**config.mk**
```make
export PLATFORM = sky130hd
export DESIGN_NAME = gbs_cell
export DESIGN_NICKNAME = d
export VERILOG_FILES = /design/src/gbs_pkg.sv /design/src/gbs_cell.sv
export SDC_FILE = /design/constraint.sdc
export NUM_CORES = 1
export LEC_CHECK = 0
export ABC_CLOCK_PERIOD_IN_PS = 6900
export BUFFER_PORTS_ARGS = -buffer_cell sky130_fd_sc_hd__buf_2
export CORE_AREA = 2 2 189 191
export CTS_CLUSTER_DIAMETER = 150
export CTS_CLUSTER_SIZE = 40
export DETAILED_ROUTE_END_ITERATION = 8
export DIE_AREA = 0 0 191 193
export MAX_ROUTING_LAYER = met4
export PLACE_DENSITY_LB_ADDON = 0.05
export SETUP_SLACK_MARGIN = 0.2
export SLEW_MARGIN = 10
export SYNTH_ARGS = -nofsm -noshare
export SYNTH_HDL_FRONTEND = slang
export SYNTH_SLANG_ARGS = --single-unit
```
**constraint.sdc**
```tcl
create_clock -name clk -period 6.9 [get_ports clk]
set_clock_uncertainty 0.15 [all_clocks]
set_input_delay 0.345 -clock clk [delete_from_list [all_inputs] [get_ports clk]]
set_output_delay 0.345 -clock clk [all_outputs]
set_load 0.01 [all_outputs]
```
**src/gbs_pkg.sv**
```systemverilog
// ----------------------------------------------------------------------------
// gbs_pkg
// Shared types and constants for the greedy box suppression block.
// ----------------------------------------------------------------------------
package gbs_pkg;

    localparam int MAX_BOXES  = 64;
    localparam int IDX_W      = (MAX_BOXES > 1) ? $clog2(MAX_BOXES) : 1;
    localparam int CNT_W      = $clog2(MAX_BOXES + 1);
    localparam int COORD_W    = 12;
    localparam int SCORE_W    = 16;
    localparam int AREA_W     = 2 * COORD_W;
    localparam int RESULT_CAP = 64;
    localparam int NRES_W     = $clog2(RESULT_CAP + 1);
    localparam int KIDX_W     = 6;
    localparam int CFG_IDX_W  = 1;
    localparam int CFG_DATA_W = 16;

    localparam logic [CFG_IDX_W-1:0] CFG_CONF_THR = 1'd0;
    localparam logic [CFG_IDX_W-1:0] CFG_OVL_THR  = 1'd1;

    typedef struct packed {
        logic [COORD_W-1:0] box_x;
        logic [COORD_W-1:0] box_y;
        logic [COORD_W-1:0] box_width;
        logic [COORD_W-1:0] box_height;
        logic [SCORE_W-1:0] score;
        logic               final_box;
    } box_t;

    typedef struct packed {
        logic [KIDX_W-1:0] kept_index;
        logic              kept;
        logic              overflowed;
        logic              last_result;
    } result_t;

    typedef struct packed {
        logic [COORD_W-1:0] x;
        logic [COORD_W-1:0] y;
        logic [COORD_W-1:0] w;
        logic [COORD_W-1:0] h;
        logic [SCORE_W-1:0] score;
        logic [AREA_W-1:0]  area;
        logic [IDX_W-1:0]   idx;
        logic               supp;
    } entry_t;

    typedef struct packed {
        logic insert;
        logic shift;
    } cell_ctrl_t;

endpackage

```
**src/gbs_cell.sv**
```systemverilog
// ----------------------------------------------------------------------------
// gbs_cell
// One slot of the ranked box chain: sorted insert on load, shift toward the
// head and append from the overlap unit during suppression.
// ----------------------------------------------------------------------------
module gbs_cell
    import gbs_pkg::*;
(
    input  logic       clk,
    input  cell_ctrl_t ctrl,
    input  logic       valid,
    input  entry_t     new_ent,
    input  logic       prev_ge,
    input  entry_t     prev_ent,
    input  entry_t     next_ent,
    input  logic       app_en,
    input  entry_t     app_ent,
    output logic       ge,
    output entry_t     ent
);

    entry_t ent_reg;
    entry_t ent_next;

    // ge: this slot ranks ahead of the incoming box
    assign ge  = valid && (ent_reg.score >= new_ent.score);
    assign ent = ent_reg;

    always_comb
    begin
        ent_next = ent_reg;
        if (ctrl.insert)
        begin
            if (!ge)
            begin
                ent_next = prev_ge ? new_ent : prev_ent;
            end
        end
        else if (app_en)
        begin
            ent_next = app_ent;
        end
        else if (ctrl.shift)
        begin
            ent_next = next_ent;
        end
    end

    always_ff @(posedge clk)
    begin
        ent_reg <= ent_next;
    end

endmodule

```
==> impl_metrics.yaml <==
global_route:
  antenna_found_initial: 3
  grt-ovfl-total: 0
  grt_usage_pct: 14.1
  grt_first_pass_wirelength_um: 36900
  grt_pass1_vias: 5970
  grt_max_degree: 112
detailed_routing:
  via_per_inst: 4.09
  wl_per_cell_um: 17.8
  finalWirelength_um: 26600
  final_antenna_net_count: 0
  vias: 6125
  first_pass_iters: 5
  drc_errors: 0
  drt-initial-drc-count: 136
synth:
  ys_seq_area_share_pct: 45.4
  synth-edff-count: 95
  yosysWarnings: 0
  yosysTopAreaCell: "edfxtp_1"
  synth_area_leaders: "edfxtp_1 45%, mux2i_1 15%, a211oi_1 11%"
  syn_inst: 586
  ys_seq_elements: 95
  ys_types: 27
  syn-cell-area_mm2: 0.00629
  syn_area_per_cell_um2: 10.7
  synth_flop_cell: "edfxtp_1"
  syn_nets: 988
  synth_top_area_share_pct: 45.4
  async_flop_share_pct: 0
timing:
  timing.final.crit_share_pct: 40.9
  fin_crit_ns: 2.82
  finalHoldViolCount: 0
  worst_pin_slew_ns: 0.966
  slew_headroom_pct: 35.6
  setup_viol: 0
  fmax_mhz: 355
  setup_ws_ns: 4.08
  tns_ns: 0
  slew_violations: 0
  rsz0062_at_grt: "no"
worst_setup_path:
  timing.rr.start: "ent[31]"
  cp_top_family: "compound AO/OA/AOI/OAI gates"
  cp.depth: 8
  worstSetupEndpoint: "ent[63]"
  worst-setup-path-type: "flop to flop"
  slowest_delay_ns: 0.57
  startpoint_type: "flop"
  rr_endpoint: "ent[63]"
  r2r_slack_ns: 4.08
  crit_path_start: "ent[31]"
  critical_path_required_ns: 6.73
  crit_path_cell_trace: "inv_1 > ha_1 > nand2b_4 > a2111oi_4 > o21a_1 > o21ai_1 > a31oi_4 > buf_4"
  crit_fanout: 52
  critPathCaptureType: "flop"
  worst-path-buf-inv: 2
  reg2reg_depth: 8
  crit_slowest_cell: "buf_4"
  worstPathArrival_ns: 2.65
power:
  ir_drop_uv: 106
  p_leak_nw: 4.30
  p_per_area_mw_per_mm2: 185
placed_design:
  numPortBuffers: 481
  hpwl_um: 21200
  globalplace.congestion: 0.727
  dp_slack_ns: 3.95
floorplan:
  die_x_um: 191
  fp.dieH_um: 193
  floorplan.initialDensity_pct: 18.0
  row_count: 69
  ioPinCount: 482
  dieArea_mm2: 0.0369
  core_mm2: 0.0350
final_layout:
  multiInputGateArea_mm2: 0.00313
  final_cell_mix: "478 x buf_2, 98 x a21oi_1, 96 x a211oi_1"
  seq_area_mm2: 0.00285
  largest_reg_flops: 95
  syn2layout_area_growth_pct: 49.3
  final_layout_size_suffix_gt1_share_pct: 48.7
  layout.nets: 1432
  fillers: 3832
  mostFrequentLayoutCell: "buf_2"
cts:
  cts_hold_buf: 0
  numClockSinks: 95
  htree_levels: 3
  clk_latency_ns: 0.35
  cts_tree: "built"
  cts_buffers: 9
  clkSlewWorstSetupHoldPaths_ns: 0.08
  ctsLongestPathBuffers: 2
  cts_setup_buffers: 0
  root_buffer: "clkbuf_16"
  cts_resized: 0
run:
  drv_cap: 0
hold_path:
  hold_depth: 3
  hold_path_class: "input port to flop"
outcome:
  status: "finished clean"
-- per-layer routing --
metal	wire length, µm	global-route usage, %
met4	276	3.28
met3	2010	4.16
met1	10500	15.5
met2	13800	25.1
met5	0	-
-- tightest hold or removal path, stage by stage --
cell,delay (ns)
buf_2,0.08
a211oi_1,0.05
a21oi_1,0.10
-- layout make-up --
class,instances,share of cell area (%)
multi-input combinational,422,33.4
clock inverter,6,0.640
sequential,95,30.4
tap,461,6.15
antenna,3,0.0800
clock buffer,10,2.44
inverter,16,0.640
timing repair buffer,486,26.3
-- stage by stage --
| step | power, mW | hold WS, ns | instances | area, µm² | util, % |
|---|---|---|---|---|---|
| after floorplan | 0.999 | 0.448 | 586 | 6290 | - |
| after global placement | 1.26 | 0.554 | 1480 | 9090 | 26.0 |
| after detailed placement | 1.25 | 0.555 | 1480 | 9090 | 26.0 |
| after CTS | 1.79 | 0.170 | 1496 | 9380 | 26.8 |
| after global routing | 1.85 | 0.185 | 1498 | 9380 | 26.8 |
| final | 1.74 | 0.197 | 1499 | 9380 | 26.8 |
-- cell usage after synthesis, types with 6 or more instances --
library cell   n
ha_1          16
edfxtp_1      95
inv_1         16
a211oi_1      96
buf_2         26
a21oi_1       98
buf_4          6
mux2i_1       95
nor2b_1       95
clkbuf_1      20
-- where the power goes --
| part | internal, mW | leakage [nW] | switching, mW |
|---|---|---|---|
| Clock | 0.281 | 0.140 | 0.234 |
| Combinational | 0.216 | 3.20 | 0.260 |
| Sequential | 0.727 | 0.959 | 0.0189 |
-- cell families after synthesis --
family	synth area share, %
flops	45.4
compound gates	20.9
fa+ha+maj	3.18
simple gates	10.4
mux	15.1
buf+inv	5.00
-- worst min path at each step --
stage | endpoint | from
6_report | ent[90] | app_ent[90]
5_1_grt | ent[18] | app_ent[18]
4_1_cts | ent[16] | app_ent[16]
3_5_place_dp | ent[8] | app_ent[8]
3_3_place_gp | ent[8] | app_ent[8]
2_1_floorplan | ent[93] | app_ent[93]
Power figures use the tool's default switching activity.
