===== src/gbs_pkg.sv =====
// ----------------------------------------------------------------------------
// gbs_pkg
// Shared types and constants for the greedy box suppression block.
// ----------------------------------------------------------------------------
package gbs_pkg;

    localparam int MAX_BOXES  = 64;
    localparam int IDX_W      = (MAX_BOXES > 1) ? $clog2(MAX_BOXES) : 1;
    localparam int CNT_W      = $clog2(MAX_BOXES + 1);
    localparam int COORD_W    = 12;
    localparam int SCORE_W    = 16;
    localparam int AREA_W     = 2 * COORD_W;
    localparam int RESULT_CAP = 64;
    localparam int NRES_W     = $clog2(RESULT_CAP + 1);
    localparam int KIDX_W     = 6;
    localparam int CFG_IDX_W  = 1;
    localparam int CFG_DATA_W = 16;

    localparam logic [CFG_IDX_W-1:0] CFG_CONF_THR = 1'd0;
    localparam logic [CFG_IDX_W-1:0] CFG_OVL_THR  = 1'd1;

    typedef struct packed {
        logic [COORD_W-1:0] box_x;
        logic [COORD_W-1:0] box_y;
        logic [COORD_W-1:0] box_width;
        logic [COORD_W-1:0] box_height;
        logic [SCORE_W-1:0] score;
        logic               final_box;
    } box_t;

    typedef struct packed {
        logic [KIDX_W-1:0] kept_index;
        logic              kept;
        logic              overflowed;
        logic              last_result;
    } result_t;

    typedef struct packed {
        logic [COORD_W-1:0] x;
        logic [COORD_W-1:0] y;
        logic [COORD_W-1:0] w;
        logic [COORD_W-1:0] h;
        logic [SCORE_W-1:0] score;
        logic [AREA_W-1:0]  area;
        logic [IDX_W-1:0]   idx;
        logic               supp;
    } entry_t;

    typedef struct packed {
        logic insert;
        logic shift;
    } cell_ctrl_t;

endpackage


===== src/gbs_iou.sv =====
// ----------------------------------------------------------------------------
// gbs_iou
// Four stage overlap test: marks the candidate suppressed when
// inter * 65536 > threshold * union (union nonzero) against the reference box.
// ----------------------------------------------------------------------------
module gbs_iou
    import gbs_pkg::*;
(
    input  logic                  clk,
    input  logic                  rst_n,
    input  logic                  in_valid,
    input  entry_t                ref_ent,
    input  entry_t                cand,
    input  logic [SCORE_W-1:0]    thr,
    output logic                  busy,
    output logic                  out_valid,
    output entry_t                out_ent
);

    localparam int E_W = COORD_W + 1;
    localparam int I_W = 2 * E_W;
    localparam int U_W = AREA_W + 1;
    localparam int L_W = I_W + SCORE_W;

    logic [3:0] v_reg;

    logic [COORD_W-1:0] x1, y1;
    logic [E_W-1:0]     ax2, bx2, ay2, by2, x2, y2;
    logic [E_W-1:0]     iw, ih;

    entry_t          e1_reg, e2_reg, e3_reg, e4_reg;
    entry_t          e4_next;
    logic [E_W-1:0]  iw_reg, ih_reg;
    logic [AREA_W-1:0] aa1_reg, aa2_reg;
    logic [I_W-1:0]  inter2_reg, inter3_reg;
    logic [U_W-1:0]  uni3_reg;
    logic [L_W-1:0]  lhs, rhs;

    always_comb
    begin
        x1  = (ref_ent.x > cand.x) ? ref_ent.x : cand.x;
        y1  = (ref_ent.y > cand.y) ? ref_ent.y : cand.y;
        ax2 = E_W'(ref_ent.x) + E_W'(ref_ent.w);
        bx2 = E_W'(cand.x) + E_W'(cand.w);
        ay2 = E_W'(ref_ent.y) + E_W'(ref_ent.h);
        by2 = E_W'(cand.y) + E_W'(cand.h);
        x2  = (ax2 < bx2) ? ax2 : bx2;
        y2  = (ay2 < by2) ? ay2 : by2;
        iw  = (x2 > E_W'(x1)) ? x2 - E_W'(x1) : '0;
        ih  = (y2 > E_W'(y1)) ? y2 - E_W'(y1) : '0;
        lhs = {inter3_reg, {SCORE_W{1'b0}}};
        rhs = L_W'(thr) * L_W'(uni3_reg);
        e4_next      = e3_reg;
        e4_next.supp = e3_reg.supp || ((uni3_reg != '0) && (lhs > rhs));
    end

    always_ff @(posedge clk or negedge rst_n)
    begin
        if (!rst_n)
        begin
            v_reg <= '0;
        end
        else
        begin
            v_reg <= {v_reg[2:0], in_valid};
        end
    end

    always_ff @(posedge clk)
    begin
        e1_reg     <= cand;
        iw_reg     <= iw;
        ih_reg     <= ih;
        aa1_reg    <= ref_ent.area;
        e2_reg     <= e1_reg;
        aa2_reg    <= aa1_reg;
        inter2_reg <= iw_reg * ih_reg;
        e3_reg     <= e2_reg;
        inter3_reg <= inter2_reg;
        uni3_reg   <= U_W'(aa2_reg) + U_W'(e2_reg.area) - U_W'(inter2_reg);
        e4_reg     <= e4_next;
    end

    assign busy      = |v_reg;
    assign out_valid = v_reg[3];
    assign out_ent   = e4_reg;

endmodule


===== config.mk =====
export PLATFORM = sky130hd
export DESIGN_NAME = gbs_iou
export DESIGN_NICKNAME = d
export VERILOG_FILES = /design/src/gbs_pkg.sv /design/src/gbs_iou.sv
export SDC_FILE = /design/constraint.sdc
export NUM_CORES = 2
export LEC_CHECK = 0
export ABC_AREA = 1
export BUFFER_PORTS_ARGS = -buffer_cell sky130_fd_sc_hd__buf_4
export CORE_MARGIN = 3
export CORE_UTILIZATION = 45
export DETAILED_ROUTE_END_ITERATION = 6
export MAX_ROUTING_LAYER = met4
export PLACE_DENSITY_LB_ADDON = 0.3
export SKIP_CTS_REPAIR_TIMING = 1
export SLEW_MARGIN = 10
export SYNTH_ARGS = -nofsm -noshare
export SYNTH_HDL_FRONTEND = slang
export SYNTH_SLANG_ARGS = --single-unit

===== constraint.sdc =====
create_clock -name clk -period 8.8 [get_ports clk]
set_input_delay 1.32 -clock clk [delete_from_list [all_inputs] [get_ports clk]]
set_output_delay 1.32 -clock clk [all_outputs]
set_load 0.02 [all_outputs]

==> impl_metrics.py <==
metrics = {
    "status": {
        "status": "completed",
    },
    "detailed_routing": {
        "antenna_left": 0,
        "first_pass_iters": 6,
        "drc_errors": 0,
        "totalWireLength_um": 90600,
        "viasPerCell": 4.80,
        "vias": 28000,
        "drtIter0Drc": 1478,
        "wl_per_cell_um": 15.5,
    },
    "timing": {
        "setup_viol": 0,
        "setup_tns_ps": 0,
        "max_freq_mhz": 132,
        "drv_slew": 0,
        "fin_crit_ps": 7590,
        "rsz0062_at_grt": "false",
        "finalHoldViolCount": 0,
        "relSlewSlack_pct": 29.8,
        "layout_setup_ws_ps": 1210,
        "whs_ps": 307,
        "fin_worst_skew_ps": 23.6,
        "min_period_over_period_pct": 86.3,
        "max_slew.worst_pin.slew_ps": 1050,
    },
    "cts": {
        "clk_pin_slew_ps": 80,
        "insertion_delay_ps": 600,
        "cts_max_path_buffers": 3,
        "clk_root_buffer_cell": "clkbuf_16",
        "numCtsBuffers": 50,
        "htree_levels": 2,
        "cts_tree": "yes",
        "clock-sinks": 535,
    },
    "floorplanning": {
        "dieHeight_um": 297,
        "initial_core_util_pct": 45.5,
        "die_area_um2": 88400,
        "num_rows": 106,
        "coreArea_um2": 83800,
        "io-pin-count": 306,
        "die_w_um": 297,
    },
    "synth": {
        "seq_area_frac_synth_pct": 28.1,
        "synth_edf_count": 0,
        "syn_nets": 5484,
        "yosys_most_used_dff": "dfxtp_1",
        "yosys.area.top_type": "dfxtp_1",
        "syn_area_um2": 38200,
        "synth_cell_types": 55,
        "syn_inst": 4450,
        "synth_top_area_share_pct": 27.9,
        "synth_area_leaders": "dfxtp_1, fa_1, ha_1",
        "synth_area_per_cell_um2": 8.58,
        "async_reset_ff_share_pct": 0.748,
        "yosys_warnings": 0,
        "ys_ff_latch": 535,
    },
    "grt": {
        "grt_overflow": 0,
        "antenna_found_initial": 4,
        "grt_pass1_vias": 29100,
        "grt_max_degree": 26,
        "grt_pass1_wl_um": 149000,
        "grtUsageTotal_pct": 21.5,
    },
    "cells_and_area": {
        "drive_above_1_share_pct": 9.83,
        "final_util_pct": 51.4,
        "syn_to_final_growth_pct": 12.8,
        "fillers": 7967,
        "fin_nets": 5694,
    },
    "setup_path": {
        "cp-start-kind": "input pin",
        "crit_slowest_cell": "fa_1",
        "crit_type": "in -> reg",
        "critPathRequiredTime_ps": 9340,
        "reg2reg_depth": 30,
        "crit_arrival_ps": 8130,
        "cp_max_fo": 25,
        "end_kind": "flop",
        "slowest_delay_ps": 570,
    },
    "min_path": {
        "hold_depth": 0,
        "hold_class": "reg -> reg",
    },
    "place": {
        "port_buffers": 282,
        "place_ws_ps": 583,
        "place.gp.congestion": 0.937,
        "place_hpwl_um": 76500,
    },
    "run": {
        "drv_cap": 0,
    },
}
## worst max-delay path: cells and delay by family
family	cells	cell delay [ps]
compound gates	2	410
xor+xnor	1	180
fa+ha+maj	8	3830
buf+inv	8	670
simple gates	12	1680
## metrics by stage
| step | instances | area [um2] |
|---|---|---|
| after floorplan | 4450 | 38200 |
| after global placement | 5742 | 41200 |
| after detailed placement | 5742 | 41200 |
| after CTS | 5835 | 43000 |
| after global routing | 5838 | 43100 |
| final | 5838 | 43100 |
## final cells by class
cell class | count | area [um2] | share of cell area, %
Clock inverter | 27 | 329 | 0.764
Sequential cell | 535 | 10700 | 24.9
Clock buffer | 66 | 1460 | 3.39
Multi-Input combinational cell | 2720 | 22900 | 53.3
Tap cell | 1134 | 1420 | 3.30
Inverter | 1061 | 3980 | 9.25
Antenna cell | 3 | 7.51 | 0.0174
Timing Repair Buffer | 292 | 2190 | 5.09
## cell usage after synthesis, types with 5 or more instances
library cell and n:
inv_1 1054, nand2_1 990, dfxtp_1 531, fa_1 471
ha_1 354, a21oi_1 181, nor2_1 143, o21ai_0 129
clkbuf_1 125, nand3_1 92, xor2_1 78, xnor2_1 42
nand4_1 33, nor3_1 27, o21bai_1 19, a21o_1 16
nand2_2 15, o21ai_1 13, a31oi_1 12, nor4_1 12
nor2_4 10, a21oi_2 9, o21ai_2 8, inv_2 7
nor2_2 7, buf_2 6, a211oi_1 5, nand3_2 5
o21a_1 5
## cell usage in the layout, fill, tap and decap left out, types with 6 or more instances in the layout
cell,Yosys,layout
dfxtp_1,531,531
xnor2_1,42,42
inv_6,0,6
xor2_1,78,78
nor2_4,10,10
clkbuf_8,0,15
a21oi_2,9,9
nand2_1,990,990
buf_4,1,292
nor2_2,7,7
a21oi_1,181,181
fa_1,471,471
clkinv_2,0,6
nand3_1,92,92
clkbuf_16,0,50
ha_1,354,354
nor3_1,27,27
o21bai_1,19,19
o21ai_0,129,129
a21o_1,16,16
inv_2,7,7
o21ai_2,8,9
nor2_1,143,143
nand2_2,15,15
inv_1,1054,1054
a31oi_1,12,12
o21ai_1,13,12
nand4_1,33,33
nor4_1,12,12
## metal layers
layer | vias to the layer above | part of all wire [%] | GRT usage [%]
met5 | - | 0 | -
met4 | 0 | 3.0 | 6.49
met3 | 162 | 4.3 | 2.57
met2 | 643 | 52 | 38.4
met1 | 13500 | 41 | 25.4
li1 | 13700 | - | -
## kinds of logic (layout without fill, tap and decap cells)
group           Yosys count  after routing  synth area share, %
simple gates           1351           1351                 14.6
xor+xnor                120            120                 2.75
buf+inv                1195           1446                 11.8
mux                       4              4                0.105
compound gates          420            420                 6.27
fa+ha+maj               825            825                 36.3
other cells               0              3                    0
flops                   535            535                 28.1
## worst paths after layout
path / start / end / slack (ps)
setup / recovery: thr[9] / out_ent[0] / 1210
hold / removal: e3_reg[28] / out_ent[28] / 310
setup reg to reg: uni3_reg[7] / out_ent[0] / 1240
hold reg to reg: e3_reg[28] / out_ent[28] / 310
max in group asynchronous: rst_n / v_reg[1] / 8200
min in group asynchronous: rst_n / v_reg[0] / 500
Power is left out: the tool's default activity adds up to more than one toggle a clock period on the data nets, which glitch-free logic cannot reach.
